===== src/rtl/core/dtsc_pkg.sv =====
// Shared types, constants and calendar helpers for the date and time set controller.
// No dependencies; used by every module of the block through scoped names.
package dtsc_pkg;

    localparam int unsigned YEAR_W   = 12;
    localparam int unsigned MONTH_W  = 4;
    localparam int unsigned DAY_W    = 5;
    localparam int unsigned HOUR_W   = 5;
    localparam int unsigned MINUTE_W = 6;
    localparam int unsigned FIELD_W  = 3;

    localparam logic [YEAR_W-1:0]   MIN_YEAR_RST = 12'd1970;
    localparam logic [YEAR_W-1:0]   MAX_YEAR_RST = 12'd2099;
    localparam logic [YEAR_W-1:0]   YEAR_RST     = 12'd1970;
    localparam logic [MONTH_W-1:0]  MONTH_FIRST  = 4'd1;
    localparam logic [MONTH_W-1:0]  MONTH_LAST   = 4'd12;
    localparam logic [MONTH_W-1:0]  MONTH_FEB    = 4'd2;
    localparam logic [DAY_W-1:0]    DAY_FIRST    = 5'd1;
    localparam logic [HOUR_W-1:0]   HOUR_LAST    = 5'd23;
    localparam logic [MINUTE_W-1:0] MINUTE_LAST  = 6'd59;

    typedef enum logic [1:0] {
        REQ_LOAD   = 2'd0,
        REQ_NEXT   = 2'd1,
        REQ_INC    = 2'd2,
        REQ_COMMIT = 2'd3
    } t_req_kind;

    typedef enum logic [FIELD_W-1:0] {
        FLD_YEAR   = 3'd0,
        FLD_MONTH  = 3'd1,
        FLD_DAY    = 3'd2,
        FLD_HOUR   = 3'd3,
        FLD_MINUTE = 3'd4
    } t_field;

    typedef enum logic {
        CFG_MIN_YEAR = 1'b0,
        CFG_MAX_YEAR = 1'b1
    } t_cfg_addr;

    typedef struct packed {
        logic [YEAR_W-1:0] min_year;
        logic [YEAR_W-1:0] max_year;
    } t_year_cfg;

    typedef struct packed {
        t_req_kind           kind;
        logic [YEAR_W-1:0]   year;
        logic [MONTH_W-1:0]  month;
        logic [DAY_W-1:0]    day;
        logic [HOUR_W-1:0]   hour;
        logic [MINUTE_W-1:0] minute;
    } t_req;

    typedef struct packed {
        logic [YEAR_W-1:0]   year;
        logic [MONTH_W-1:0]  month;
        logic [DAY_W-1:0]    day;
        logic [HOUR_W-1:0]   hour;
        logic [MINUTE_W-1:0] minute;
        t_field              sel;
        logic                write_clock;
    } t_result;

    // true when q is a multiple of 25 (q < 1024): parallel compares against constants
    function automatic logic is_mult25(input logic [9:0] q);
        logic hit;
        hit = 1'b0;
        for (int k = 0; k <= 40; k++) begin
            if (q == 10'(k * 25)) begin
                hit = 1'b1;
            end
        end
        return hit;
    endfunction

    // Gregorian rule on the raw 12-bit year; year 0 counts as leap
    function automatic logic is_leap(input logic [YEAR_W-1:0] y);
        logic by100;
        logic by400;
        by100 = (y[1:0] == 2'd0) && is_mult25(y[11:2]);
        by400 = (y[3:0] == 4'd0) && is_mult25({2'b00, y[11:4]});
        return ((y[1:0] == 2'd0) && !by100) || by400;
    endfunction

    // month outside 1..12 reads as January
    function automatic logic [DAY_W-1:0] days_in(input logic [YEAR_W-1:0] y,
                                                  input logic [MONTH_W-1:0] m);
        logic [DAY_W-1:0] n;
        case (m)
            4'd2:                  n = is_leap(y) ? 5'd29 : 5'd28;
            4'd4, 4'd6, 4'd9, 4'd11: n = 5'd30;
            default:               n = 5'd31;
        endcase
        return n;
    endfunction

endpackage


===== src/rtl/core/dtsc_cfg_regs.sv =====
// Year range registers written through the configuration channel.
// Depends on dtsc_pkg.
module dtsc_cfg_regs (
    input  logic                          i_clk,
    input  logic                          i_rst_n,
    input  logic                          i_cfg_valid,
    input  logic                          i_cfg_addr,
    input  logic [dtsc_pkg::YEAR_W-1:0]   i_cfg_data,
    output dtsc_pkg::t_year_cfg           o_cfg
);

    dtsc_pkg::t_year_cfg r_cfg;

    always_ff @(posedge i_clk) begin
        if (!i_rst_n) begin
            r_cfg.min_year <= dtsc_pkg::MIN_YEAR_RST;
            r_cfg.max_year <= dtsc_pkg::MAX_YEAR_RST;
        end else if (i_cfg_valid) begin
            case (i_cfg_addr)
                dtsc_pkg::CFG_MIN_YEAR: r_cfg.min_year <= i_cfg_data;
                dtsc_pkg::CFG_MAX_YEAR: r_cfg.max_year <= i_cfg_data;
                default:                ;
            endcase
        end
    end

    assign o_cfg = r_cfg;

endmodule


===== src/rtl/core/dtsc_update.sv =====
// Date/time state registers and the per-request next-state logic.
// Depends on dtsc_pkg.
module dtsc_update (
    input  logic                 i_clk,
    input  logic                 i_rst_n,
    input  logic                 i_step,
    input  dtsc_pkg::t_req       i_req,
    input  dtsc_pkg::t_year_cfg  i_cfg,
    output dtsc_pkg::t_result    o_res
);

    logic [dtsc_pkg::YEAR_W-1:0]   r_year,   n_year;
    logic [dtsc_pkg::MONTH_W-1:0]  r_month,  n_month;
    logic [dtsc_pkg::DAY_W-1:0]    r_day,    n_day;
    logic [dtsc_pkg::HOUR_W-1:0]   r_hour,   n_hour;
    logic [dtsc_pkg::MINUTE_W-1:0] r_minute, n_minute;
    dtsc_pkg::t_field              r_sel,    n_sel;

    logic [dtsc_pkg::YEAR_W:0]     year_inc;
    logic [dtsc_pkg::DAY_W-1:0]    day_lim;
    logic [dtsc_pkg::DAY_W-1:0]    day_raw;
    logic                          clamp;
    logic                          wr;

    always_comb begin
        n_year   = r_year;
        n_month  = r_month;
        n_day    = r_day;
        n_hour   = r_hour;
        n_minute = r_minute;
        n_sel    = r_sel;
        clamp    = 1'b0;
        wr       = 1'b0;
        year_inc = {1'b0, r_year} + 13'd1;
        day_raw  = r_day;

        case (i_req.kind)
            dtsc_pkg::REQ_LOAD: begin
                n_year = i_req.year;
                if (i_req.month == 4'd0) begin
                    n_month = dtsc_pkg::MONTH_FIRST;
                end else if (i_req.month > dtsc_pkg::MONTH_LAST) begin
                    n_month = dtsc_pkg::MONTH_LAST;
                end else begin
                    n_month = i_req.month;
                end
                day_raw  = (i_req.day == 5'd0) ? dtsc_pkg::DAY_FIRST : i_req.day;
                n_hour   = (i_req.hour > dtsc_pkg::HOUR_LAST) ? dtsc_pkg::HOUR_LAST
                                                              : i_req.hour;
                n_minute = (i_req.minute > dtsc_pkg::MINUTE_LAST) ? dtsc_pkg::MINUTE_LAST
                                                                  : i_req.minute;
                n_sel    = dtsc_pkg::FLD_YEAR;
                clamp    = 1'b1;
            end
            dtsc_pkg::REQ_NEXT: begin
                n_sel = (r_sel == dtsc_pkg::FLD_MINUTE)
                        ? dtsc_pkg::FLD_YEAR
                        : dtsc_pkg::t_field'(r_sel + 3'd1);
            end
            dtsc_pkg::REQ_INC: begin
                case (r_sel)
                    dtsc_pkg::FLD_YEAR: begin
                        n_year = (year_inc > {1'b0, i_cfg.max_year})
                                 ? i_cfg.min_year : year_inc[dtsc_pkg::YEAR_W-1:0];
                        clamp  = 1'b1;
                    end
                    dtsc_pkg::FLD_MONTH: begin
                        n_month = (r_month >= dtsc_pkg::MONTH_LAST)
                                  ? dtsc_pkg::MONTH_FIRST : r_month + 4'd1;
                        clamp   = 1'b1;
                    end
                    dtsc_pkg::FLD_DAY: begin
                        n_day = (r_day >= dtsc_pkg::days_in(r_year, r_month))
                                ? dtsc_pkg::DAY_FIRST : r_day + 5'd1;
                    end
                    dtsc_pkg::FLD_HOUR: begin
                        n_hour = (r_hour >= dtsc_pkg::HOUR_LAST) ? 5'd0 : r_hour + 5'd1;
                    end
                    default: begin
                        n_minute = (r_minute >= dtsc_pkg::MINUTE_LAST)
                                   ? 6'd0 : r_minute + 6'd1;
                    end
                endcase
            end
            default: begin
                wr = 1'b1;
            end
        endcase

        // day clamp after a load or a year/month change
        day_lim = dtsc_pkg::days_in(n_year, n_month);
        if (clamp) begin
            n_day = (day_raw > day_lim) ? day_lim : day_raw;
        end
    end

    always_ff @(posedge i_clk) begin
        if (!i_rst_n) begin
            r_year   <= dtsc_pkg::YEAR_RST;
            r_month  <= dtsc_pkg::MONTH_FIRST;
            r_day    <= dtsc_pkg::DAY_FIRST;
            r_hour   <= 5'd0;
            r_minute <= 6'd0;
            r_sel    <= dtsc_pkg::FLD_YEAR;
        end else if (i_step) begin
            r_year   <= n_year;
            r_month  <= n_month;
            r_day    <= n_day;
            r_hour   <= n_hour;
            r_minute <= n_minute;
            r_sel    <= n_sel;
        end
    end

    assign o_res.year        = n_year;
    assign o_res.month       = n_month;
    assign o_res.day         = n_day;
    assign o_res.hour        = n_hour;
    assign o_res.minute      = n_minute;
    assign o_res.sel         = n_sel;
    assign o_res.write_clock = wr;

endmodule


===== src/rtl/core/date_time_set_controller_top.sv =====
// Top level of the date and time set controller: input register, result register.
// Depends on dtsc_pkg, dtsc_cfg_regs and dtsc_update.
//
// Usage:
//  - Requests arrive on the s_axis channel: tuser carries the request kind
//    (load, next field, increment, commit), tdata the clock time used by load.
//  - Each request gives exactly one item on m_axis: the time being set, the
//    selected field and, on commit, the write_clock flag.
//  - The year wrap range is written on the cfg channel (index 0 min_year,
//    index 1 max_year); cfg is always ready, write it while the block is idle.
// Timing:
//  - From acceptance an item waits in the input register, then passes through
//    the update logic into the result register that drives m_axis_tvalid.
//  - Throughput is one item per cycle while m_axis_tready is high; the state
//    update is one pass of wrap/clamp logic, so requests chain via the state regs.
// Reset (i_rst_n low, synchronous): 1970-01-01 00:00, year selected, year
//  range 1970..2099, both pipeline stages emptied.
// Stall: while m_axis_tready is low the result register holds; the input
//  register still takes one more item, then s_axis_tready drops.
module date_time_set_controller_top (
    input  logic        i_clk,
    input  logic        i_rst_n,
    // requests
    input  logic        s_axis_tvalid,
    output logic        s_axis_tready,
    input  logic [31:0] s_axis_tdata,  // load_year[11:0] load_month[15:12] load_day[20:16]
                                       // load_hour[25:21] load_minute[31:26]
    input  logic [1:0]  s_axis_tuser,  // req_type[1:0]
    // results
    output logic        m_axis_tvalid,
    input  logic        m_axis_tready,
    output logic [31:0] m_axis_tdata,  // out_year[11:0] out_month[15:12] out_day[20:16]
                                       // out_hour[25:21] out_minute[31:26]
    output logic [3:0]  m_axis_tuser,  // selected_field[2:0] write_clock[3]
    // configuration
    input  logic        i_cfg_valid,
    output logic        o_cfg_ready,
    input  logic        i_cfg_addr,
    input  logic [11:0] i_cfg_data
);

    dtsc_pkg::t_year_cfg cfg;
    dtsc_pkg::t_req      r_in;
    logic                r_in_valid;
    dtsc_pkg::t_result   res;
    dtsc_pkg::t_result   r_out;
    logic                r_out_valid;
    logic                step;
    logic                take_in;

    assign o_cfg_ready = 1'b1;

    dtsc_cfg_regs u_cfg (
        .i_clk       (i_clk),
        .i_rst_n     (i_rst_n),
        .i_cfg_valid (i_cfg_valid),
        .i_cfg_addr  (i_cfg_addr),
        .i_cfg_data  (i_cfg_data),
        .o_cfg       (cfg)
    );

    // item moves from the input register into the result register
    assign step          = r_in_valid && (!r_out_valid || m_axis_tready);
    assign s_axis_tready = !r_in_valid || step;
    assign take_in       = s_axis_tvalid && s_axis_tready;

    always_ff @(posedge i_clk) begin
        if (!i_rst_n) begin
            r_in_valid <= 1'b0;
        end else begin
            r_in_valid <= take_in || (r_in_valid && !step);
        end
    end

    always_ff @(posedge i_clk) begin
        if (take_in) begin
            r_in.kind   <= dtsc_pkg::t_req_kind'(s_axis_tuser);
            r_in.year   <= s_axis_tdata[11:0];
            r_in.month  <= s_axis_tdata[15:12];
            r_in.day    <= s_axis_tdata[20:16];
            r_in.hour   <= s_axis_tdata[25:21];
            r_in.minute <= s_axis_tdata[31:26];
        end
    end

    dtsc_update u_update (
        .i_clk   (i_clk),
        .i_rst_n (i_rst_n),
        .i_step  (step),
        .i_req   (r_in),
        .i_cfg   (cfg),
        .o_res   (res)
    );

    always_ff @(posedge i_clk) begin
        if (!i_rst_n) begin
            r_out_valid <= 1'b0;
        end else begin
            r_out_valid <= step || (r_out_valid && !m_axis_tready);
        end
    end

    always_ff @(posedge i_clk) begin
        if (step) begin
            r_out <= res;
        end
    end

    assign m_axis_tvalid = r_out_valid;
    assign m_axis_tdata  = {r_out.minute, r_out.hour, r_out.day, r_out.month, r_out.year};
    assign m_axis_tuser  = {r_out.write_clock, r_out.sel};

endmodule

===== config.mk =====
export PLATFORM = sky130hd
export DESIGN_NAME = date_time_set_controller_top
export DESIGN_NICKNAME = d
export VERILOG_FILES = /design/src/rtl/core/dtsc_pkg.sv /design/src/rtl/core/dtsc_cfg_regs.sv /design/src/rtl/core/dtsc_update.sv /design/src/rtl/core/date_time_set_controller_top.sv
export SDC_FILE = /design/constraint.sdc
export NUM_CORES = 1
export LEC_CHECK = 0
export BUFFER_PORTS_ARGS = -buffer_cell sky130_fd_sc_hd__buf_2
export CORE_UTILIZATION = 41
export CTS_CLUSTER_DIAMETER = 80
export CTS_CLUSTER_SIZE = 28
export DETAILED_ROUTE_END_ITERATION = 7
export PLACE_DENSITY_LB_ADDON = 0.08
export SYNTH_ARGS = -nofsm -noshare
export SYNTH_HDL_FRONTEND = slang
export SYNTH_SLANG_ARGS = --single-unit
export TNS_END_PERCENT = 1

===== constraint.sdc =====
create_clock -name i_clk -period 13.61 [get_ports i_clk]
set_clock_uncertainty 0.2 [all_clocks]
set_input_delay 2.722 -clock i_clk [delete_from_list [all_inputs] [get_ports i_clk]]
set_output_delay 2.722 -clock i_clk [all_outputs]
set_load 0.05 [all_outputs]

==> metrics <==
Min-Delay Path Class=reg -> reg; CP Data Arrival Time=between 7 and 8 ns; Net Switching=around 0.00037 W; post-synth net total=just over 1k; total grt overflow=0; Max VDD drop=between 0.00008 and 0.00009 V; leading cell type in the layout, fill and taps excluded=nand2_1; Avg Inst Size Synth=8.61 µm²; Critical Path Start Type=register; # port buffers=89; post-cts gate resize count=0; max-slew headroom at the worst pin=31.5%; Worst path top cell family by delay=compound AO/OA/AOI/OAI gates; area of the core=roughly 19000 µm²; HPWL Detailed=between 15 and 20 mm; global-route wire length before repair=roughly 37 mm; Antenna Diode Count=0; Net Sw Frac=around a third; basic-gate share of the synthesized area counting and, or, nand and nor cells=a little under a quarter; FFs w/ async S/R, synth=0%; combinational group share of total power=approximately a fifth; Final period util=a little over half; proportion of synthesized chip area in sequential cells=between 40% and 50%; number of nets in the layout=1075; hold-fix buffers at CTS=0; Placed Instances=around 1.2k; area of the multi-input gates=4220 µm²; result of the run=complete, no violations; count of TritonRoute iterations in the first routing pass=6; Critical Path Fanout Max=18; Worst Path Buf+Inv=1; main combinational cell family by area after synthesis=compound AO/OA/AOI/OAI gates; post-CTS setup-driven buffer insertion count=0; clock transition time at the flip-flop clock pins of the worst setup and hold paths=~0.070 ns; sequential share of power=39.9%; via/cell ratio=just under 6; routability-driven placement congestion ratio=roughly 0.95; maximum number of buffers from clock root to sink=2; average wire length per cell after detail routing=~18 µm; drt drc=0; cells along the critical path=nand4_4 -> or2_2 -> nor2_1 -> xor2_1 -> ha_1 -> nand4_1 -> nor2_1 -> o311a_1 -> nor3_1 -> o31ai_4 -> inv_2 -> nor4_4 -> o211ai_1 -> a211oi_1 -> a221oi_1 -> a311oi_1 -> a21oi_2 -> ha_1 -> a2111oi_0 -> o21ai_0 -> a21oi_2 -> nor2_1; final count of pins violating max slew=0; register area=between 3000 and 4000 µm²; area growth from synthesis to final layout=15.6%; synthesized-area fraction occupied by adder cells=4.70%; total power density per cell area=125 nW/µm²; Setup Crit Path Kind=reg -> reg; leakage power summed over all cells=~3.4 nW; data required time at the worst endpoint=between 10 and 15 ns; Critical Path End Type=register; initial antenna violation count=0; area of the die=about 20000 µm²; layout cell share with drive strength beyond 1=17.4%; number of filler instances in the final layout=about 1.9k; shortest period the worst path allows=7.19 ns; row count=50; count of placed standard cells in the final layout, fillers left out=between 1k and 1.5k; global-route usage over all layers=between 20% and 30%; cell-internal power=around 0.00078 W; compound-cell area share of the yosys netlist=23.3%; pin count of the biggest net entering global routing=between 50 and 60; H-Tree Level Count=4; CTS tree=built; total clock sinks=between 100 and 150; clock power share=roughly two fifths; wire length reported by the detailed router=23.3 mm; Final Hold Fails=0; Die Span Y=between 100 and 150 µm; Final ANT Viol Nets=0; cell with the largest stage delay on the worst path=a2111oi_0; effective utilization at floorplan=42.3%; Clock Tree Root=clkbuf_16; multiplexer fraction of the synthesized cell area=0.861%; most frequent cells in the layout=135 x nand2_1, 89 x buf_2, 83 x nor2_1, 70 x edfxtp_1, 61 x dfxtp_1; EDFF count, synth=70; Detailed Route Iter0 Violations=around 800; unrepaired setup endpoints after global routing=no; Largest stage delay, worst path=slightly below 0.9 ns; yosys warns=0; max cap viols=0; via count of the first global-routing pass=6685; I/O pins=around 90; final setup fails=0; flip-flop and latch count after synthesis=roughly 130; sum of negative setup slack=0 ns; parity-gate share of the synthesized area counting xor and xnor cells=around 1.2%; cell with the most instances on the worst path=nor2_1; fmax=around 140 MHz; number of unique standard cell types used by synthesis=between 80 and 90; DIE WIDTH=142 µm; leading register cell type out of synthesis=edfxtp_1; cell area after technology mapping=about 8000 µm²; insertion delay of the later-clocked pin in the worst-skew pair=0.43 ns; CTS buffer count=17; Mapped Cells=just over 900; via count=approximately 7.4k; slew at the pin closest to its max-slew limit=1.00 ns
==> synth_stat cells, types with 4 or more instances <==
| cell | number | area share, % |
|---|---|---|
| a2111oi_0 | 5 | 0.55 |
| a211oi_1 | 13 | 1.2 |
| a21oi_1 | 59 | 3.7 |
| a221o_1 | 6 | 0.75 |
| a22oi_1 | 9 | 0.85 |
| a31oi_1 | 16 | 1.3 |
| a32oi_1 | 5 | 0.55 |
| and2_1 | 6 | 0.47 |
| and3_1 | 5 | 0.39 |
| buf_1 | 5 | 0.23 |
| buf_2 | 5 | 0.31 |
| buf_4 | 5 | 0.47 |
| clkbuf_1 | 45 | 2.1 |
| dfxtp_1 | 61 | 15 |
| edfxtp_1 | 70 | 26 |
| ha_1 | 30 | 4.7 |
| inv_1 | 46 | 2.2 |
| inv_2 | 5 | 0.23 |
| nand2_1 | 135 | 6.3 |
| nand2b_1 | 13 | 1.0 |
| nand3_1 | 27 | 1.7 |
| nand4_1 | 22 | 1.7 |
| nor2_1 | 84 | 3.9 |
| nor2b_1 | 7 | 0.55 |
| nor3_1 | 28 | 1.8 |
| nor3b_1 | 4 | 0.38 |
| nor4_1 | 7 | 0.55 |
| nor4b_1 | 6 | 0.66 |
| o211ai_1 | 32 | 3.0 |
| o21ai_0 | 38 | 2.4 |
| o22a_1 | 5 | 0.55 |
| o22ai_1 | 11 | 0.86 |
| o311a_1 | 4 | 0.50 |
| o311ai_0 | 4 | 0.44 |
| o31ai_1 | 6 | 0.56 |
| or2_2 | 6 | 0.47 |
| or3_1 | 5 | 0.39 |
| xnor2_1 | 5 | 0.55 |
| xor2_1 | 6 | 0.66 |
==> path summary, 6_finish.rpt <==
| path | slack [ns] | depth (start not counted) | startpoint | to |
|---|---|---|---|---|
| setup / recovery | 6.42 | 22 | u_update.r_year[4] | m_axis_tdata[16] |
| setup reg to reg | 6.42 | 22 | u_update.r_year[4] | m_axis_tdata[16] |
| hold reg to reg | 0.26 | 2 | u_cfg.o_cfg[8] | u_cfg.o_cfg[8] |
| hold / removal | 0.26 | 2 | u_cfg.o_cfg[8] | u_cfg.o_cfg[8] |
==> sequential cells by signal, summed over array words and instances (netlist names), 4 cells and up <==
register           flops
u_update.r_minute      6
u_update.r_hour        5
r_in                  34
m_axis_tdata          32
u_update.r_year       12
u_update.r_month       4
m_axis_tuser           4
u_update.r_day         5
u_cfg.o_cfg           24
==> final cells by class <==
| class | count | area share, % |
|---|---|---|
| Multi-Input combinational cell | 683 | 45.7 |
| Inverter | 54 | 2.19 |
| Clock buffer | 17 | 4.61 |
| Sequential cell | 131 | 36.0 |
| Tap cell | 260 | 3.52 |
| Timing Repair Buffer | 106 | 6.20 |
| Clock inverter | 15 | 1.80 |
==> cells by family after synthesis <==
logic type                 after synthesis
and+or+nand+nor                        373
AOI/OAI and AO/OA                      263
DFF                                    131
buffers and inverters                  114
adders and majority gates               30
xor gates and xnor gates                11
muxes                                    5
other                                    1
==> tightest hold or removal path, cell delays in order (launching register included) <==
cell and delay [ns]:
dfxtp_1 0.31, nand2_1 0.05, a21oi_1 0.05
==> power groups by stage <==
stage               combinational (W)  sequential [W]  clock, W
floorplan                    0.000141        0.000482         0
global placement             0.000221        0.000467         0
detailed placement           0.000218        0.000467         0
CTS                          0.000220        0.000459  0.000477
global route                 0.000242        0.000462  0.000494
finish                       0.000223        0.000459  0.000469
==> layer usage <==
layer  track usage (%)  up-vias  wire (µm)
li1                  -     3574          -
met1              35.1     3460      11500
met2              35.7      333       9880
met3              3.75       56       1440
met4              7.92        0        485
met5                 0        -          0
==> through the flow <==
step                util [%]  total power (W)  hold slack (ns)  setup WS, ns  cell area (µm²)
finish                  48.9          0.00115            0.256          6.42             9240
global route            48.9          0.00120            0.276          5.78             9240
CTS                     48.9          0.00116            0.259          6.54             9240
detailed placement      45.8         0.000686            0.250          6.59             8640
global placement        45.8         0.000689            0.245          6.77             8640
floorplan                  -         0.000623            0.234          7.46             7990
Power figures use the tool's default switching activity.
